**src/design/rcps_pkg.sv**
```systemverilog
// rcps_pkg: shared types, constants and elaboration-time tables for the pulse shaper
// used by rcps_front, rcps_queue, rcps_back and rc_channel_pulse_shaper_core
// no dependencies
package rcps_pkg;

  localparam int NUM_CHANNELS   = 8;
  localparam int EXP_TABLE_BITS = 10;
  localparam int FRAC_SIZE      = 1 << EXP_TABLE_BITS;

  localparam int CH_W   = 3;
  localparam int IDX_W  = 3;
  localparam int SET_W  = 16;
  localparam int CV_W   = 10;
  localparam int PW_W   = 12;
  localparam int CFG_W  = 4;
  localparam int NSET   = 8;

  localparam int BANK_DEPTH = (NUM_CHANNELS < 8) ? NUM_CHANNELS : 8;
  localparam int BANK_AW    = (BANK_DEPTH > 1) ? $clog2(BANK_DEPTH) : 1;

  typedef enum logic {
    OP_PULSE = 1'b0,
    OP_WRITE = 1'b1
  } op_t;

  typedef enum logic {
    CFG_THROTTLE = 1'b0,
    CFG_ENDPOINT = 1'b1
  } cfg_idx_t;

  typedef enum logic [IDX_W-1:0] {
    SET_EXPO = 3'd0,
    SET_DUAL = 3'd1,
    SET_SUB  = 3'd2,
    SET_EPL  = 3'd3,
    SET_EPH  = 3'd4,
    SET_PWL  = 3'd5,
    SET_PWH  = 3'd6,
    SET_REV  = 3'd7
  } set_idx_t;

  // expo: t = round(e*(1023-n)*2^EB / 10230)
  localparam int EXP_DIV   = 10230;
  localparam int EXP_HALF  = 5115;
  localparam int X_W       = 18;
  localparam int Y_W       = X_W + EXP_TABLE_BITS;
  localparam int M_EXP_W   = Y_W - 13;
  localparam logic [M_EXP_W-1:0] M_EXP = M_EXP_W'((64'd1 << Y_W) / EXP_DIV);
  localparam int TQ_W      = M_EXP_W;
  localparam int TI_W      = TQ_W - EXP_TABLE_BITS;
  localparam int P1_W      = Y_W + M_EXP_W;

  // reciprocals for the constant dividers
  localparam int A_W = 27;
  localparam logic [17:0] M_D1023 = 18'((64'd1 << A_W) / 1023);
  localparam int Q_W = 18;
  localparam logic [11:0] M_D100  = 12'((64'd1 << Q_W) / 100);
  localparam int N_W = 18;
  localparam logic [9:0]  M_D511  = 10'((64'd1 << N_W) / 511);
  localparam int R_W = 26;
  localparam logic [16:0] M_R1023 = 17'((64'd1 << R_W) / 1023);

  typedef logic [16:0] gain_t;
  typedef gain_t frac_tab_t [FRAC_SIZE];
  typedef gain_t int_tab_t [12];
  typedef logic [8:0] lo_t;
  typedef logic [9:0] pos_t;
  typedef lo_t lo_tab_t [101];
  typedef pos_t pos_tab_t [101];

  localparam int_tab_t EXP_INT = '{
    17'd65536, 17'd24109, 17'd8869, 17'd3263, 17'd1200, 17'd442,
    17'd162, 17'd60, 17'd22, 17'd8, 17'd3, 17'd1
  };

  typedef struct packed {
    logic               ok;
    logic               thr;
    logic               bil;
    logic               neg;
    logic [CV_W-1:0]    v;
    logic [CV_W-1:0]    n;
    logic [7:0]         e;
    logic [6:0]         d;
    logic signed [15:0] trim;
    lo_t                lo;
    pos_t               hi;
    logic [15:0]        low;
    logic [15:0]        high;
  } ctx_t;

  // long division for elaboration-time tables
  function automatic logic [63:0] udiv64(input logic [63:0] a, input logic [63:0] b);
    logic [63:0] q;
    logic [64:0] r;
    q = '0;
    r = '0;
    for (int i = 63; i >= 0; i--) begin
      r = {r[63:0], a[i]};
      if (r >= {1'b0, b}) begin
        r    = r - {1'b0, b};
        q[i] = 1'b1;
      end
    end
    return q;
  endfunction

  function automatic frac_tab_t build_frac_tab();
    frac_tab_t   tab;
    logic [63:0] f;
    logic [63:0] term;
    logic [63:0] sum;
    for (int i = 0; i < FRAC_SIZE; i++) begin
      f    = 64'(i) << (32 - EXP_TABLE_BITS);
      term = 64'd1 << 32;
      sum  = term;
      for (int k = 1; k < 40; k++) begin
        if (term != 64'd0) begin
          term = udiv64((term * f) >> 32, 64'(k));
          sum  = sum + term;
        end
      end
      tab[i] = 17'(udiv64((64'd1 << 48) + (sum >> 1), sum));
    end
    return tab;
  endfunction

  function automatic lo_tab_t build_lo_tab();
    lo_tab_t tab;
    for (int i = 0; i <= 100; i++) begin
      tab[i] = 9'((511 * (100 - i)) / 100);
    end
    return tab;
  endfunction

  function automatic pos_tab_t build_hi_tab(input logic bil);
    pos_tab_t tab;
    int       hv;
    for (int i = 0; i <= 100; i++) begin
      hv = bil ? 512 + (512 * i) / 100 : 511 + (512 * i) / 100;
      if (hv == 1024) begin
        hv = 1023;
      end
      tab[i] = 10'(hv);
    end
    return tab;
  endfunction

  function automatic logic [6:0] sat100(input logic [15:0] x);
    return (x > 16'd100) ? 7'd100 : x[6:0];
  endfunction

endpackage

```
**src/design/rcps_queue.sv**
```systemverilog
// rcps_queue: two-entry queue of classified items between front and back
// depends on rcps_pkg
module rcps_queue
  import rcps_pkg::*;
(
  input  logic clk,
  input  logic rst,
  input  logic push,
  input  ctx_t push_ctx,
  output logic full,
  output logic pop,
  output ctx_t pop_ctx
);

  ctx_t       mem [2];
  logic       wr_ptr;
  logic       rd_ptr;
  logic [1:0] count;

  assign full    = (count == 2'd2);
  assign pop     = (count != 2'd0);
  assign pop_ctx = mem[rd_ptr];

  always_ff @(posedge clk) begin
    if (push && !full) begin
      mem[wr_ptr] <= push_ctx;
    end
  end

  always_ff @(posedge clk) begin
    if (rst) begin
      wr_ptr <= 1'b0;
      rd_ptr <= 1'b0;
      count  <= 2'd0;
    end else begin
      if (push && !full) begin
        wr_ptr <= ~wr_ptr;
      end
      if (pop) begin
        rd_ptr <= ~rd_ptr;
      end
      count <= count + 2'(push && !full) - 2'(pop);
    end
  end

endmodule

```
**config.mk**
```make
export PLATFORM = sky130hd
export DESIGN_NAME = rcps_queue
export DESIGN_NICKNAME = d
export VERILOG_FILES = /design/src/design/rcps_pkg.sv /design/src/design/rcps_queue.sv
export SDC_FILE = /design/constraint.sdc
export NUM_CORES = 1
export LEC_CHECK = 0
export BUFFER_PORTS_ARGS = -buffer_cell sky130_fd_sc_hd__buf_4
export CAP_MARGIN = 20
export CORE_MARGIN = 2
export CORE_UTILIZATION = 25
export CTS_BUF_LIST = sky130_fd_sc_hd__clkbuf_8 sky130_fd_sc_hd__clkbuf_16
export DETAILED_ROUTE_END_ITERATION = 6
export GPL_TIMING_DRIVEN = 1
export SETUP_SLACK_MARGIN = 0.15
export SLEW_MARGIN = 5
export SYNTH_ARGS = -nofsm -noshare
export SYNTH_HDL_FRONTEND = slang
export SYNTH_SLANG_ARGS = --single-unit
```
**constraint.sdc**
```tcl
create_clock -name clk -period 5 [get_ports clk]
set_clock_uncertainty 0.2 [all_clocks]
set_input_delay 1.25 -clock clk [delete_from_list [all_inputs] [get_ports clk]]
set_output_delay 1.25 -clock clk [all_outputs]
set_load 0.005 [all_outputs]
```
==> results of run 1 <==
==> path summary, 6_finish.rpt <==
kind / end / slack (ps) / depth (start not counted)
hold / removal: count[1] / 260 / 2
hold reg to reg: count[1] / 260 / 2
setup / recovery: pop_ctx[44] / 1310 / 3
setup reg to reg: mem[0][71] / 2670 / 5
==> layout by cell type (no fill, tap or decap), types with 4 or more instances in the layout <==
master / count
buf_4: 219
clkbuf_16: 25
clkinv_1: 9
dfxtp_1: 4
edfxtp_1: 212
inv_1: 6
mux2_2: 66
mux2_4: 40
==> area by class of cell <==
class | count | share of cell area [%]
clock inverters | 19 | 1.03
clock buffers | 25 | 5.77
flip-flops and latches | 217 | 59.7
inverters | 3 | 0.127
well taps | 402 | 4.64
multi-input cells | 118 | 13.1
repair buffers | 222 | 15.7
==> per-stage QoR <==
| stage | setup WS (ps) | power [uW] |
|---|---|---|
| finish | 1310 | 4190 |
| global route | 1160 | 4380 |
| detailed placement | 1770 | 2620 |
| CTS | 1230 | 4270 |
| floorplan | 571 | 2360 |
| global placement | 1790 | 2610 |
==> where the power goes <==
group          total (uW)  leakage [uW]  internal [uW]  switching, uW
Combinational         437       0.00166            264            173
Sequential           2130       0.00203           2100           28.7
Clock                1620      0.000378            951            670
==> state kept, by name (all words and copies together), names as in the netlist, named ones only <==
| name | cells |
|---|---|
| count | 2 |
| wr_ptr | 1 |
| mem | 212 |
| rd_ptr | 1 |
==> cells by family after synthesis <==
group / share of synthesized area [%]
AOI/OAI and AO/OA: 0.188
xor gates and xnor gates: 0.110
buffers and inverters: 1.36
DFF: 81.0
muxes: 16.8
and+or+nand+nor: 0.533
==> per-layer routing <==
layer / global-route usage (%) / part of all wire, % / vias up
met5: 0 / 0.097 / -
met2: 15.5 / 47 / 154
met4: 2.65 / 1.8 / 2
met3: 4.39 / 11 / 30
li1: - / - / 1861
met1: 11.3 / 41 / 1946
==> worst reg2reg max path, stage by stage, from the launching register on <==
cell	delay, ps
dfxtp_1	340
nand2b_2	150
inv_1	70
or3_1	370
inv_4	440
buf_12	360
==> results.ini, run 1 <==
[run_status]
status = completed

[die]
start_util_pct = 25.4
chipWidth_microns = 183
core_area_sq_um = 31500
io_pins = 217
die_area_sq_um = 33400
rows = 65
die_h_microns = 183

[cells_and_area]
layout.cells.non_filler = 1006
drive_gt1_share_pct = 60.3
multi_input_area_sq_um = 1420
final_core_util_pct = 34.5
syn_to_final_growth_pct = 35.8
n_antenna_cell = 0
register_area_sq_um = 6470
fin_area_sq_um = 10800
fillers = 2986
final_nets = 696

[critical_path]
critPathRequiredTime_ps = 3550
cp-end-kind = primary output
crit_chain = buf_4, mux2_2, buf_4
worst_setup_path_start_kind = flip-flop
crit_type = flip-flop to primary output
worst_path_max_delay_cell = dfxtp_4
max_stage_delay_ps = 650
crit_arrival_ps = 2240
r2r-start = count[0]
path_buf_inv = 2
worstPathMaxFanout = 33
crit_top_cell = buf_4
path_delay_family = flip-flops

[grt]
antenna_found_initial = 1
grt_max_degree = 55
grt_overflow = 0
grt_pass1_vias = 4224
grt.total_usage_pct = 9.49
grt_pass1_wl_microns = 24100

[synthesis]
yosysUniqueCellTypes = 16
ys_seq_area_share_pct = 81.0
synth_edf_count = 212
synth_seq_cells = 217
syn-cell-area_sq_um = 7990
synthCells = 350
synth_area_per_cell_sq_um = 22.8
yosysMostFrequentCell = edfxtp_1
synth_fp_nets = 459
synthTopCellsByCount = edfxtp_1, mux2_2, mux2_4
synthTopCellsByArea = edfxtp_1, mux2_2, mux2_4
async_reset_ff_share_pct = 0
yosysTopAreaCellShare_pct = 79.7
yosys.area.top_type = edfxtp_1
yosysWarnings = 0
synth_top_flop_cell = edfxtp_1

[sta]
fin_crit_sh_pct = 73.7
holdWs_ps = 261
slew-limit-headroom_pct = 63.5
drv_slew = 0
rsz0062_at_grt = no
setup_viol = 0
finalCriticalPeriod_ps = 3690
setup_tns_ps = 0
finalHoldViolations = 0
fmax_mhz = 271
tightestPinTransition_ps = 547

[place]
dpl.cell_count = 962
io_buffer_count = 216
dp_hpwl_microns = 10800
gp_congestion = 0.666
placed_cell_area_sq_um = 10100

[clock_network]
ctsHoldBuffers = 0
cts_setup_buffers = 0
clk_pin_slew_worst_paths_ps = 60
numCtsBuffers = 25
postCtsResizedCells = 0
cts_sinks = 217
cts_max_level = 1
cts_buffer_depth = 3
cts_tree = built
cts_root_buf = clkbuf_16
clk_latency_ps = 510

[detailed_routing]
drt_wl_total_microns = 16500
ant_nets = 0
drc = 0
drt_first_pass_iters = 4
vias = 3993
wl_per_cell_microns = 16.4
drtIter0Drc = 214
viasPerCell = 3.97

[flow_run]
cap_viol_max_count = 0

[pwr]
p_leak_uw = 0.00407
peakVddDrop_mv = 0.294
power_density_nw_per_um2 = 386

[min_path]
min-delay-start = count[0]
hp-class = flip-flop to flip-flop

No activity file was read; power rests on OpenSTA's default activity.
==> run 2: changes to the inputs <==
==> constraint.sdc (replaced) <==
create_clock -name clk -period 3.85 [get_ports clk]
set_clock_uncertainty 0.2 [all_clocks]
set_input_delay 0.9625 -clock clk [delete_from_list [all_inputs] [get_ports clk]]
set_output_delay 0.9625 -clock clk [all_outputs]
set_load 0.005 [all_outputs]
==> results.ini, run 2 (same netlist as run 1, synthesis figures left out) <==
[critical_path]
cp-end-kind = primary output
crit_type = flip-flop to primary output
crit_arrival_ps = 2040
path_buf_inv = 2
worst_path_max_delay_cell = dfxtp_4
worst_setup_path_start_kind = flip-flop
r2r-start = count[0]
max_stage_delay_ps = 600
worstPathMaxFanout = 43
crit_chain = buf_12, mux2_2, buf_4
path_delay_family = flip-flops
critPathRequiredTime_ps = 2690

[cells_and_area]
drive_gt1_share_pct = 60.9
register_area_sq_um = 6470
final_common_cell = buf_4
n_antenna_cell = 0
final_cell_mix = buf_4, edfxtp_1, mux2_2
fillers = 3002
multi_input_area_sq_um = 1420
final_core_util_pct = 34.7
largest-register = mem
final_nets = 696
largest_reg_flops = 212
syn_to_final_growth_pct = 36.9
biggestRegsByFlops = mem: 212 flops, count: 2 flops

[detailed_routing]
viasPerCell = 3.96
vias = 3982
drt_wl_total_microns = 16200
drtIter0Drc = 166
drc = 0
wl_per_cell_microns = 16.1
drt_first_pass_iters = 4
ant_nets = 0

[sta]
layout_setup_ws_ps = 643
fin_crit_sh_pct = 83.3
finalCriticalPeriod_ps = 3210
slew-limit-headroom_pct = 66.4
drv_slew = 0
rsz0062_at_grt = no
setup_tns_ps = 0
finalHoldViolations = 0
tightestPinTransition_ps = 504
setup_viol = 0
fmax_mhz = 312

[place]
gp_congestion = 0.696
dp_hpwl_microns = 10600
io_buffer_count = 216
preCtsSetupSlack_ps = 1180

[clock_network]
numCtsBuffers = 25
cts_max_level = 1
cts_tree = built
ctsHoldBuffers = 0
cts_buffer_depth = 3
cts_sinks = 217
clk_latency_ps = 510
postCtsResizedCells = 0
cts_root_buf = clkbuf_16
clk_pin_slew_worst_paths_ps = 50
cts_setup_buffers = 0

[min_path]
hp-class = flip-flop to flip-flop
min-delay-start = count[0]

[die]
chipWidth_microns = 183
start_util_pct = 25.4
die_area_sq_um = 33400
io_pins = 217
rows = 65
die_h_microns = 183
core_area_sq_um = 31500

[run_status]
status = completed

[grt]
grt_max_degree = 55
grt_pass1_wl_microns = 23900
grt.total_usage_pct = 9.25
antenna_found_initial = 0
grt_pass1_vias = 4168
grt_overflow = 0

[pwr]
peakVddDrop_mv = 0.318
power_uw = 5620
power_density_nw_per_um2 = 514
p_leak_uw = 0.00409

[flow_run]
cap_viol_max_count = 0

[run 2: changes by cell type in the layout (fill, tap and decap cells not counted), sizes merged]
cell,before,now
clkinvlp,0,2
bufinv,1,3
clkinv,14,10
[run 2: stage by stage]
step | hold WS, ps | cells | instance area, sq um
after floorplan | 220 | 350 | 7990
after global placement | 232 | 962 | 10100
after detailed placement | 240 | 962 | 10100
after CTS | 246 | 1006 | 10900
after global routing | 271 | 1006 | 10900
final | 236 | 1006 | 10900
[run 2: per-layer routing]
layer / GRT usage (%) / share of wire, % / vias to the layer above
met1: 11.3 / 42 / 1921
li1: - / - / 1861
met4: 3.13 / 3.2 / 0
met3: 4.25 / 10 / 31
met5: 0 / 0 / -
met2: 14.5 / 45 / 169
[run 2: path summary, 6_finish.rpt]
check | endpoint | slack, ps | depth (start not counted)
setup / recovery | pop_ctx[38] | 640 | 3
hold / removal | count[1] | 240 | 2
hold reg to reg | count[1] | 240 | 2
setup reg to reg | mem[1][79] | 1880 | 3
[run 2: where the power goes]
part	internal, uW	switching, uW
combinational	347	226
clock	1380	904
sequential	2730	34.6
total	4460	1160
[run 2: final cells by class]
class                   count  share of cell area, %
clock inverters            19                   1.58
flip-flops and latches    217                   59.2
multi-input cells         118                   12.9
inverters                   3                  0.137
clock buffers              25                   5.72
well taps                 402                   4.60
repair buffers            222                   15.8
[run 2: worst register-to-register path, delay by kind of cell, from the launching register on]
kind	cells	cell delay (ps)
flops	1	330
buf+inv	1	460
simple gates	2	660
==> run 3: changes to the inputs <==
==> constraint.sdc (replaced) <==
create_clock -name clk -period 2.95 [get_ports clk]
set_clock_uncertainty 0.2 [all_clocks]
set_input_delay 0.7375 -clock clk [delete_from_list [all_inputs] [get_ports clk]]
set_output_delay 0.7375 -clock clk [all_outputs]
set_load 0.005 [all_outputs]
==> results.ini, run 3 (same netlist as run 1, synthesis figures left out) <==
[cells_and_area]
fillers = 2938
largest-register = mem
register_area_sq_um = 6470
final_cell_mix = buf_4, edfxtp_1, mux2_2
multi_input_area_sq_um = 1420
n_antenna_cell = 0
largest_reg_flops = 212
syn_to_final_growth_pct = 39.3
final_common_cell = buf_4
biggestRegsByFlops = mem: 212 flops, count: 2 flops
drive_gt1_share_pct = 61.9
final_nets = 711

[clock_network]
postCtsResizedCells = 0
cts_setup_buffers = 6
cts_tree = built
clk_latency_ps = 510
ctsHoldBuffers = 0
cts_root_buf = clkbuf_16
clk_pin_slew_worst_paths_ps = 60
cts_buffer_depth = 3
numCtsBuffers = 24
cts_max_level = 1
cts_sinks = 217

[critical_path]
reg2reg_depth = 5
crit_type = flip-flop to primary output
worst_setup_path_start_kind = flip-flop
critPathRequiredTime_ps = 2010
rr_endpoint = mem[0][26]
crit_arrival_ps = 1740
cp-end-kind = primary output
worstPathMaxFanout = 20
r2r-start = count[0]
rrSetupSlack_ps = 930

[pwr]
swShare_pct = 20.7
seqPwrFrac_pct = 48.6
p_clk_share_pct = 40.5
peakVddDrop_mv = 0.453
p_leak_uw = 0.00420
power_uw = 7390
power.internal_uw = 5860
power_density_nw_per_um2 = 665
power_frac_comb_pct = 10.9
switching_power_uw = 1530

[detailed_routing]
ant_nets = 0
wl_per_cell_microns = 16.0
viasPerCell = 3.99
drt_first_pass_iters = 4
drtIter0Drc = 147
drc = 0
drt_wl_total_microns = 16400
vias = 4081

[sta]
fin_crit_sh_pct = 90.8
setup_viol = 0
layout_setup_ws_ps = 271
drv_slew = 0
finalCriticalPeriod_ps = 2680
slew-limit-headroom_pct = 71.1
fmax_mhz = 373
rsz0062_at_grt = no
holdWs_ps = 201
finalHoldViolations = 0
tightestPinTransition_ps = 433

[die]
chipWidth_microns = 183
io_pins = 217
core_area_sq_um = 31500
start_util_pct = 25.4
rows = 65
die_h_microns = 183
die_area_sq_um = 33400

[min_path]
hold-path-cell-count = 1
min_delay_worst_endpoint = mem[1][10]
hp-class = input pin to flip-flop
min-delay-start = push_ctx[10]

[place]
dp_hpwl_microns = 11000
preCtsSetupSlack_ps = 473
io_buffer_count = 216
gp_congestion = 0.647

[grt]
antenna_found_initial = 0
grt_pass1_wl_microns = 24500
grt_pass1_vias = 4339
grt.total_usage_pct = 9.54
grt_max_degree = 36
grt_overflow = 0

[run_status]
status = completed

[flow_run]
cap_viol_max_count = 0

## run 3: worst max path at each step
stage | end | cells past startpoint
3_3_place_gp | mem[0][26] | 5
5_1_grt | pop_ctx[25] | 4
4_1_cts | pop_ctx[25] | 4
2_1_floorplan | mem[0][0] | 3
3_5_place_dp | mem[0][37] | 5
6_report | pop_ctx[33] | 4
## run 3: final cells by class
cell class	instances	share of cell area [%]
Multi-Input combinational cell	118	12.8
Tap cell	402	4.52
Clock inverter	18	1.42
Inverter	3	0.248
Timing Repair Buffer	238	17.1
Clock buffer	26	5.75
Sequential cell	217	58.2
## run 3: layer usage
| layer | part of all wire, % | track usage [%] | vias up |
|---|---|---|---|
| met1 | 41 | 11.5 | 1996 |
| li1 | - | - | 1889 |
| met5 | 0 | 0 | - |
| met3 | 9.8 | 4.07 | 31 |
| met2 | 47 | 15.5 | 165 |
| met4 | 2.9 | 2.90 | 0 |
## run 3: power by group through the flow
stage	clock, uW	combinational (uW)	sequential [uW]
2_1_floorplan	0	346	3660
3_3_place_gp	0	785	3670
3_5_place_dp	0	792	3680
4_1_cts	3110	828	3600
5_1_grt	3210	875	3610
6_report	2990	806	3600
## run 3: worst max-delay path, stage by stage, from the launching register on
cell     delay (ps)
dfxtp_4         380
buf_12          130
buf_12          190
mux2_2          380
buf_4           140
## run 3: metrics by stage
step | setup TNS [ps] | std cells | cell area [sq um] | utilization (%)
2_1_floorplan | -7050 | 350 | 8010 | -
6_report | 0 | 1022 | 11100 | 35.3
3_3_place_gp | 0 | 972 | 10300 | 32.6
4_1_cts | 0 | 1022 | 11100 | 35.3
3_5_place_dp | 0 | 972 | 10300 | 32.6
5_1_grt | 0 | 1022 | 11100 | 35.3
